[config.mk]
export PLATFORM = sky130hd
export DESIGN_NAME = postfix_stack_evaluator
export DESIGN_NICKNAME = d
export VERILOG_FILES = /design/src/hdl/pse_pkg.sv /design/src/hdl/postfix_stack_evaluator.sv
export SDC_FILE = /design/constraint.sdc
export NUM_CORES = 1
export LEC_CHECK = 0
export ABC_CLOCK_PERIOD_IN_PS = 7100
export BUFFER_PORTS_ARGS = -buffer_cell sky130_fd_sc_hd__buf_2
export CAP_MARGIN = 40
export CELL_PAD_IN_SITES_DETAIL_PLACEMENT = 1
export CELL_PAD_IN_SITES_GLOBAL_PLACEMENT = 2
export CORE_MARGIN = 2
export CORE_UTILIZATION = 45
export CTS_CLUSTER_DIAMETER = 120
export DETAILED_ROUTE_END_ITERATION = 12
export GPL_ROUTABILITY_DRIVEN = 0
export PLACE_DENSITY_LB_ADDON = 0.12
export RECOVER_POWER = 100
export SETUP_SLACK_MARGIN = 0.4
export SLEW_MARGIN = 20
export SYNTH_ARGS = -nofsm -noshare
export SYNTH_HDL_FRONTEND = slang
export SYNTH_SLANG_ARGS = --single-unit
[constraint.sdc]
create_clock -name clk -period 7.1 [get_ports clk]
set_input_delay 0.355 -clock clk [delete_from_list [all_inputs] [get_ports clk]]
set_output_delay 0.355 -clock clk [all_outputs]
set_load 0.005 [all_outputs]
[src/hdl/pse_pkg.sv]
`default_nettype none
package pse_pkg;

  // field widths
  localparam int unsigned OPC_W = 3;
  localparam int unsigned VAL_W = 14;
  localparam int unsigned DEP_W = 5;
  localparam int unsigned STS_W = 3;
  // raw operator result: full 14 x 14 product
  localparam int unsigned RES_W = 2 * VAL_W;

  // largest value an entry holds
  localparam logic [VAL_W-1:0] VAL_MAX = VAL_W'(9999);

  // token codes
  typedef enum logic [OPC_W-1:0] {
    OPC_PUSH = 3'd0,
    OPC_ADD  = 3'd1,
    OPC_DIFF = 3'd2,
    OPC_MUL  = 3'd3
  } opcode_t;

  // status codes
  typedef enum logic [STS_W-1:0] {
    ST_OK      = 3'd0,
    ST_UNDER   = 3'd1,
    ST_UNKNOWN = 3'd2,
    ST_FULL    = 3'd3,
    ST_SAT     = 3'd4
  } status_t;

  // sequencer states
  typedef enum logic [3:0] {
    S_IDLE = 4'b0001,
    S_EXEC = 4'b0010,
    S_WB   = 4'b0100,
    S_OUT  = 4'b1000
  } state_t;

endpackage
`default_nettype wire

[src/hdl/postfix_stack_evaluator.sv]
`default_nettype none
// Postfix evaluator on a bounded operand stack of STACK_DEPTH entries held in
// a synchronous memory, with the top entry also kept in a register. Each
// accepted word yields exactly one result word: the top of stack (0 when
// empty), the depth and a status code. A push or an error token goes from
// acceptance straight to the output state, which loads its result word into
// the output register once that is free. An add, absolute difference or
// multiply passes through the execute and write-back states first, for the
// registered memory read of the second entry and for registering the
// operator result ahead of the clamp to 9999.
// One word is in work at a time. The next word is taken once the result has
// moved into the output register, so a waiting result does not stall the
// following word's arithmetic. Stack contents are undefined after reset; only
// the depth is cleared, so no clearing pass is needed.
module postfix_stack_evaluator #(
  parameter int unsigned STACK_DEPTH = 16
) (
  input  wire                          clk,
  input  wire                          rst_n,
  // token channel
  input  wire                          in_valid,
  output logic                         in_stall,
  input  wire  [pse_pkg::OPC_W-1:0]    in_opcode,
  input  wire  [pse_pkg::VAL_W-1:0]    in_operand_value,
  // result channel
  output logic                         out_valid,
  input  wire                          out_stall,
  output logic [pse_pkg::VAL_W-1:0]    out_top_value,
  output logic [pse_pkg::DEP_W-1:0]    out_depth,
  output logic [pse_pkg::STS_W-1:0]    out_status
);
  import pse_pkg::*;

  localparam int unsigned AW   = (STACK_DEPTH > 1) ? $clog2(STACK_DEPTH) : 1;
  localparam int unsigned SP_W = $clog2(STACK_DEPTH + 1);

  // control and payload registers
  state_t               state_r, state_nxt;
  logic [SP_W-1:0]      sp_r, sp_nxt;
  logic [VAL_W-1:0]     top_r, top_nxt;
  logic [OPC_W-1:0]     op_r, op_nxt;
  logic [RES_W-1:0]     res_r, res_nxt;
  status_t              sts_r, sts_nxt;
  logic                 out_valid_r, out_valid_nxt;
  logic [VAL_W-1:0]     out_top_r, out_top_nxt;
  logic [DEP_W-1:0]     out_depth_r, out_depth_nxt;
  status_t              out_sts_r, out_sts_nxt;

  // operand memory
  logic [VAL_W-1:0]     mem [STACK_DEPTH];
  logic                 mem_we;
  logic [AW-1:0]        mem_waddr;
  logic [VAL_W-1:0]     mem_wdata;
  logic [AW-1:0]        mem_raddr;
  logic [VAL_W-1:0]     rd_data_r;

  logic                 in_acc;
  logic                 out_free;
  logic [SP_W-1:0]      sp_m2;
  logic [VAL_W-1:0]     clamped;
  logic                 sat;

  assign in_acc   = in_valid && !in_stall;
  assign out_free = !out_valid_r || !out_stall;
  assign sp_m2    = sp_r - SP_W'(2);

  // clamp of the registered operator result
  assign sat     = (res_r > RES_W'(VAL_MAX));
  assign clamped = sat ? VAL_MAX : res_r[VAL_W-1:0];

  // sequencer
  always_comb begin
    state_nxt     = state_r;
    sp_nxt        = sp_r;
    top_nxt       = top_r;
    op_nxt        = op_r;
    res_nxt       = res_r;
    sts_nxt       = sts_r;
    out_valid_nxt = out_valid_r && out_stall;
    out_top_nxt   = out_top_r;
    out_depth_nxt = out_depth_r;
    out_sts_nxt   = out_sts_r;
    mem_we        = 1'b0;
    mem_waddr     = sp_r[AW-1:0];
    mem_wdata     = top_r;
    mem_raddr     = sp_m2[AW-1:0];
    unique case (state_r)
      S_IDLE: begin
        if (in_acc) begin
          op_nxt    = in_opcode;
          sts_nxt   = ST_OK;
          state_nxt = S_OUT;
          priority if (in_opcode == OPC_PUSH) begin
            if (sp_r >= SP_W'(STACK_DEPTH)) begin
              sts_nxt = ST_FULL;
            end else begin
              if (in_operand_value > VAL_MAX) begin
                mem_wdata = VAL_MAX;
                sts_nxt   = ST_SAT;
              end else begin
                mem_wdata = in_operand_value;
              end
              mem_we  = 1'b1;
              top_nxt = mem_wdata;
              sp_nxt  = sp_r + SP_W'(1);
            end
          end else if (sp_r < SP_W'(2)) begin
            sts_nxt = ST_UNDER;
          end else if (in_opcode > OPC_MUL) begin
            sts_nxt = ST_UNKNOWN;
          end else begin
            // second entry comes back from memory next cycle
            state_nxt = S_EXEC;
          end
        end
      end
      S_EXEC: begin
        // a is the cached top, b the entry below it
        priority if (op_r == OPC_ADD) begin
          res_nxt = RES_W'(top_r) + RES_W'(rd_data_r);
        end else if (op_r == OPC_DIFF) begin
          res_nxt = (top_r >= rd_data_r) ? RES_W'(top_r - rd_data_r)
                                         : RES_W'(rd_data_r - top_r);
        end else begin
          res_nxt = RES_W'(top_r) * RES_W'(rd_data_r);
        end
        state_nxt = S_WB;
      end
      S_WB: begin
        // replace the two top entries with the clamped result
        mem_we    = 1'b1;
        mem_waddr = sp_m2[AW-1:0];
        mem_wdata = clamped;
        top_nxt   = clamped;
        sp_nxt    = sp_r - SP_W'(1);
        if (sat) begin
          sts_nxt = ST_SAT;
        end
        state_nxt = S_OUT;
      end
      S_OUT: begin
        if (out_free) begin
          out_valid_nxt = 1'b1;
          out_top_nxt   = (sp_r == '0) ? '0 : top_r;
          out_depth_nxt = DEP_W'(sp_r);
          out_sts_nxt   = sts_r;
          state_nxt     = S_IDLE;
        end
      end
      default: begin
        state_nxt = S_IDLE;
      end
    endcase
  end

  // control registers
  always_ff @(posedge clk) begin
    if (!rst_n) begin
      state_r     <= S_IDLE;
      sp_r        <= '0;
      out_valid_r <= 1'b0;
    end else begin
      state_r     <= state_nxt;
      sp_r        <= sp_nxt;
      out_valid_r <= out_valid_nxt;
    end
  end

  // payload registers
  always_ff @(posedge clk) begin
    top_r       <= top_nxt;
    op_r        <= op_nxt;
    res_r       <= res_nxt;
    sts_r       <= sts_nxt;
    out_top_r   <= out_top_nxt;
    out_depth_r <= out_depth_nxt;
    out_sts_r   <= out_sts_nxt;
  end

  // memory write port
  always_ff @(posedge clk) begin
    if (mem_we) begin
      mem[mem_waddr] <= mem_wdata;
    end
  end

  // memory read port, registered data
  always_ff @(posedge clk) begin
    rd_data_r <= mem[mem_raddr];
  end

  assign in_stall      = (state_r != S_IDLE);
  assign out_valid     = out_valid_r;
  assign out_top_value = out_top_r;
  assign out_depth     = out_depth_r;
  assign out_status    = out_sts_r;

`ifndef SYNTHESIS
  // depth never passes the stack size
  a_sp_bound: assert property (@(posedge clk) disable iff (!rst_n)
    sp_r <= SP_W'(STACK_DEPTH))
    else $error("stack pointer beyond stack depth");

  // an operator write-back pops exactly one entry
  a_wb_pop: assert property (@(posedge clk) disable iff (!rst_n)
    state_r == S_WB |=> sp_r == $past(sp_r) - SP_W'(1))
    else $error("write-back did not pop one entry");

  // a new result word only comes from the output state
  a_out_src: assert property (@(posedge clk) disable iff (!rst_n)
    out_valid_nxt && !(out_valid_r && out_stall) |-> state_r == S_OUT)
    else $error("result loaded outside output state");

  // an operator reaches execute only with two entries held
  a_exec_depth: assert property (@(posedge clk) disable iff (!rst_n)
    state_r == S_EXEC |-> sp_r >= SP_W'(2))
    else $error("operator executed on short stack");
`endif

endmodule
`default_nettype wire
# Word-level counts from Yosys, hierarchy flattened
# Memory sizes are Yosys's and may differ from the RTL's. A register that Yosys moved wholly into a read port is not among the register bits.
# Index checks and enable logic that the tools add are counted.
# Widths: inputs -> output; s select.
word_totals:
  ff_bits: 80
  ramBits: 224
  inputBits: 21
  output_inout_bits: 24
  word_cells: 86
  n_memories: 1
op_classes:
  n_addsub: 6
  multipliers: 1
  magnitude_cmp: 6
  eq_ne: 12
  mux: 36
  n_reduce_logical: 14
memory_table:
  columns: ["memory", "depth", "width", "rd", "rd_ports_with_merged_regs", "wr", "line_no", "rtl"]
  rows:
  - ["mem", 16, 14, 1, 1, 1, "postfix_stack_evaluator.sv:50", "logic [VAL_W-1:0] mem [STACK_DEPTH];"]
ops:
  columns: ["cell", "count"]
  rows:
  - ["$mux 28", 3]
  - ["$mux 14", 5]
  - ["$sub 14x14->15", 2]
  - ["$gt 28x14->1 const B", 1]
  - ["$mul 14x14->28", 1]
  - ["$pmux 14 s2", 1]
  - ["$mux 4", 6]
  - ["$pmux 4 s4", 1]
  - ["$add 14x14->15", 1]
  - ["$mux 3", 5]
  - ["$mux 5", 3]
  - ["$ge 14x14->1", 1]
  - ["$gt 14x14->1 const B", 1]
  - ["$ne 2x2->1 const B", 5]
  - ["$pmux 5 s2", 1]
  - ["$mux 1", 7]
  - ["$pmux 3 s2", 1]
  - ["$reduce_and 2->1", 3]
  - ["$add 5x1->5 const B", 1]
  - ["$ge 5x5->1 const B", 1]
  - ["$logic_not 5->1", 1]
  - ["$lt 5x2->1 const B", 1]
  - ["$sub 5x1->5 const B", 1]
  - ["$eq 4x1->1 const B", 1]
  - ["17 further kinds", 21]

# Longest topological paths before layout
logic_depth:
  ltp_word: 7
  ltp_mapped: 23

# Least setup slack after synthesis
# Ideal clock, no wire load.
synth_path:
  kind: "register to register"
  startpoint: "register top_r[8]"
  endpoint: "register res_r[25] (data pin)"
  setup_time_ps: 254
  arrival_time_ps: 5905
  required_time_ps: 6846
  path_slack_ps: 941
  path_stages_with_launch: 22
  synth_period_minus_slack_ps: 6159
  cell_sequence: "dfxtp_1 > clkbuf_1 > clkinv_1 > nor2_1 > fa_1 > inv_1 > fa_1 > inv_1 > fa_1 > fa_1 > fa_1 > fa_1 > ha_1 > clkbuf_1 > nand4_1 > or4b_1 > o22a_1 > a21oi_1 > a31o_2 > a31oi_1 > xnor2_1 > a21o_1"
synth_between:
  elab_chain_len: 4
synth_rtl:
  columns: ["element", "line_no", "rtl"]
  rows:
  - ["start, declared", "postfix_stack_evaluator.sv:40", "logic [VAL_W-1:0] top_r, top_nxt;"]
  - ["start signal, assigned", "postfix_stack_evaluator.sv:171", "top_r <= top_nxt;"]
  - ["branches (longest 2 deep; another with $mul 14x14->28)", null, null]
  - ["$mux 28 *", "postfix_stack_evaluator.sv:121", "end else if (op_r == OPC_DIFF) begin"]
  - ["$mux 28 *", "postfix_stack_evaluator.sv:119", "priority if (op_r == OPC_ADD) begin"]
  - ["end signal, assigned", "postfix_stack_evaluator.sv:173", "res_r <= res_nxt;"]
  - ["end, declared", "postfix_stack_evaluator.sv:42", "logic [RES_W-1:0] res_r, res_nxt;"]
# Every way passes the cells marked *.
# A chain may end at the register's enable or synchronous reset.

# Worst setup path after layout
layout_path:
  startpoint: "register rd_data_r[6], read port of mem"
  endpoint: "register res_r[25] (data pin)"
layout_between:
  elab_chain_len: 4
layout_rtl:
  columns: ["element", "line_no", "rtl"]
  rows:
  - ["start, declared", "postfix_stack_evaluator.sv:55", "logic [VAL_W-1:0] rd_data_r;"]
  - ["branches (longest 2 deep; another with $mul 14x14->28)", null, null]
  - ["$mux 28 *", "postfix_stack_evaluator.sv:121", null]
  - ["$mux 28 *", "postfix_stack_evaluator.sv:119", null]
# Marks and branches as above.

==> flow_summary.ini <==
[status]
run_status = finished with violations
violations = capacitance limit, slew limit

[final_layout]
fin_area_mm2 = 0.0229
fin_nets = 2073
final_util_pct = 50.7
drive_above_1_share_pct = 12.7
n_antenna_cell = 0
final_cell_mix = 280 x edfxtp_1, 192 x inv_1, 161 x nor2_1
fin_cells = 2390
syn2layout_area_growth_pct = 11.4
final_common_cell = edfxtp_1
fillCellCount = 4687

[synthesis]
yosys_warnings = 0
async_flop_share_pct = 0
synth_area_per_cell_um2 = 12.4
syn-num-nets = 1971
synth_top_cell_area_share_pct = 40.9
syn-cell-area_mm2 = 0.0205
synthTopCellsByArea = edfxtp_1 41%, fa_1 14%, ha_1 8.6%
synth_edf_count = 280
syn_inst = 1663
yosysSeqAreaShare_pct = 44.6
synth_ff_type = edfxtp_1
synth_seq_cells = 318
yosysUniqueCellTypes = 82
synth.largest_area_cell = edfxtp_1

[global_routing]
track_usage_pct = 27.3
global_route.overflow_total = 0
grt-busiest-layer = met2
grt_pass1_vias = 14820
antenna_found_initial = 0
grt_first_pass_wirelength_um = 94700
use_met2_pct = 47.0
grt_use_met3_pct = 2.69
grt_max_degree = 40
grtUsageMet1_pct = 36.4

[worst_setup_path]
endpoint_kind = register
cp-start-kind = register
critPathArrivalTime_ps = 6790
cp.required_ps = 7390
path_class = reg2reg
crit_path_max_fanout = 6
reg2reg_depth = 22

[hold_path]
hold_class = in2reg
holdPathStages = 1

[place]
placed_cells = 2313
dp_hpwl_um = 47200
placed_cell_area_mm2 = 0.0219
port_buffers = 44

[detailed_routing]
routed_wl_um = 63100
drt-pass1-iter-count = 5
via_per_inst = 5.73
postRouteAntennaNets = 0
vias = 13698
drt_iter0_drc = 925
route.detailed.drc = 0
wl_per_cell_um = 26.4

[cts]
clkSinkCount = 318
cts_tree = built
cts_buffer_depth = 3
clk_latency_ps = 560
htreeDepth = 2
clkSlewWorstSetupHoldPaths_ps = 60
clockRootBuffer = clkbuf_16
cts_buffers = 36

[timing]
period_needed_ps = 6500
finalClockSkew_ps = 27.5
hold_viol_final = 0
maxSlewHeadroom_pct = -99.4
final-setup-viol-count = 0
finalMaxSlewViolations = 139
tightest_slew_ps = 2990
max_freq_mhz = 154
min_period_over_period_pct = 91.5
tns_ps = 0
rsz0062_at_grt = true

[floorplan]
core_mm2 = 0.0452
fp.dieH_um = 218
initial_core_util_pct = 45.5
die_width_um = 218
num_io_pins = 45
dieArea_mm2 = 0.0474
num_rows = 78

[run]
cap_violations = 5
[metrics by stage]
stage               setup WS, ps  hold slack [ps]
floorplan                    941              400
global placement             652              407
detailed placement           546              412
CTS                          508             12.4
global route                 357              122
finish                       601              112
[path summary, 6_finish.rpt]
| check | start | end | slack (ps) |
|---|---|---|---|
| worst max-delay path | rd_data_r[6] | res_r[25] | 600 |
| worst min-delay path | in_opcode[2] | op_r[2] | 110 |
| worst max register to register | rd_data_r[6] | res_r[25] | 600 |
| worst min register to register | sts_r[2] | out_status[2] | 430 |
[layout make-up]
| class | count | area, µm² | area share [%] |
|---|---|---|---|
| repair buffers | 128 | 756 | 3.30 |
| repair inverters | 1 | 5.00 | 0.0219 |
| well taps | 600 | 751 | 3.28 |
| multi-input cells | 1070 | 10300 | 45.0 |
| flip-flops and latches | 318 | 9180 | 40.1 |
| clock inverters | 14 | 134 | 0.585 |
| inverters | 210 | 800 | 3.49 |
| clock buffers | 49 | 970 | 4.23 |
[synth_stat cells, types with 5 or more instances]
master	n
o211ai_1	10
a22oi_1	5
fa_1	145
dfxtp_1	38
buf_1	5
nand2_1	150
inv_1	194
o21ai_0	42
nor2_1	161
nor4_1	6
xnor2_1	19
mux2i_1	15
clkbuf_1	54
and3_1	5
inv_2	6
nand3_1	11
edfxtp_1	280
o21ai_1	7
ha_1	142
mux4_2	70
a21oi_1	53
clkinv_1	10
a21o_1	35
and2_1	7
nor3_1	6
o22ai_1	9
a31oi_1	9
o21bai_1	12
or3_1	6
nor2b_1	11
nand2b_1	11
xor2_1	16
o221ai_1	5
o21a_1	11
[state kept, by name, summed over array words and instances, names as in the netlist]
register and count:
out_depth 5, mem 224, out_status 3, state_r 4, sp_r 5, rd_data_r 14
sts_r 3, out_top_value 14, res_r 28, op_r 3, out_valid 1, top_r 14
[routing by layer]
metal / routed length, µm / vias up
li1: - / 6060
met4: 1960 / 0
met3: 2380 / 99
met2: 31500 / 340
met1: 27300 / 7199
met5: 0 / -
[what timing repair did]
action / CTS / global route
gates resized for setup: 0 / 10
hold buffers: 2 / 0
endpoints found under the hold margin: 2 / 0
setup endpoints to repair: 0 / 5
buffers inserted: 0 / 11
[cells by family (layout without fill, tap and decap cells)]
kind of cell / after synthesis / count (layout) / share of synthesized area, %
XOR/XNOR: 35 / 35 / 1.49
AND/OR/NAND/NOR: 402 / 402 / 8.68
buffers and inverters: 275 / 402 / 5.13
multiplexers: 88 / 88 / 8.57
flip-flops: 318 / 318 / 44.6
AO/OA/AOI/OAI: 258 / 258 / 8.74
adder cells (fa/ha/maj): 287 / 287 / 22.8
[critical path: stages, from the launching register on]
cell and delay (ps):
dfxtp_1 420, ha_1 230, inv_1 100, fa_1 500, inv_1 60, fa_1 520, inv_1 60, fa_1 540
inv_1 50, fa_1 450, fa_1 490, inv_1 50, fa_1 470, inv_1 40, ha_1 370, nand4_1 180
or4b_1 560, o22a_1 230, a21oi_1 250, a31o_2 250, a31oi_1 110, xnor2_1 140, a21o_1 180
Power is not shown: default switching activity piles up to over one toggle a cycle in this logic, so the estimate is an artifact.
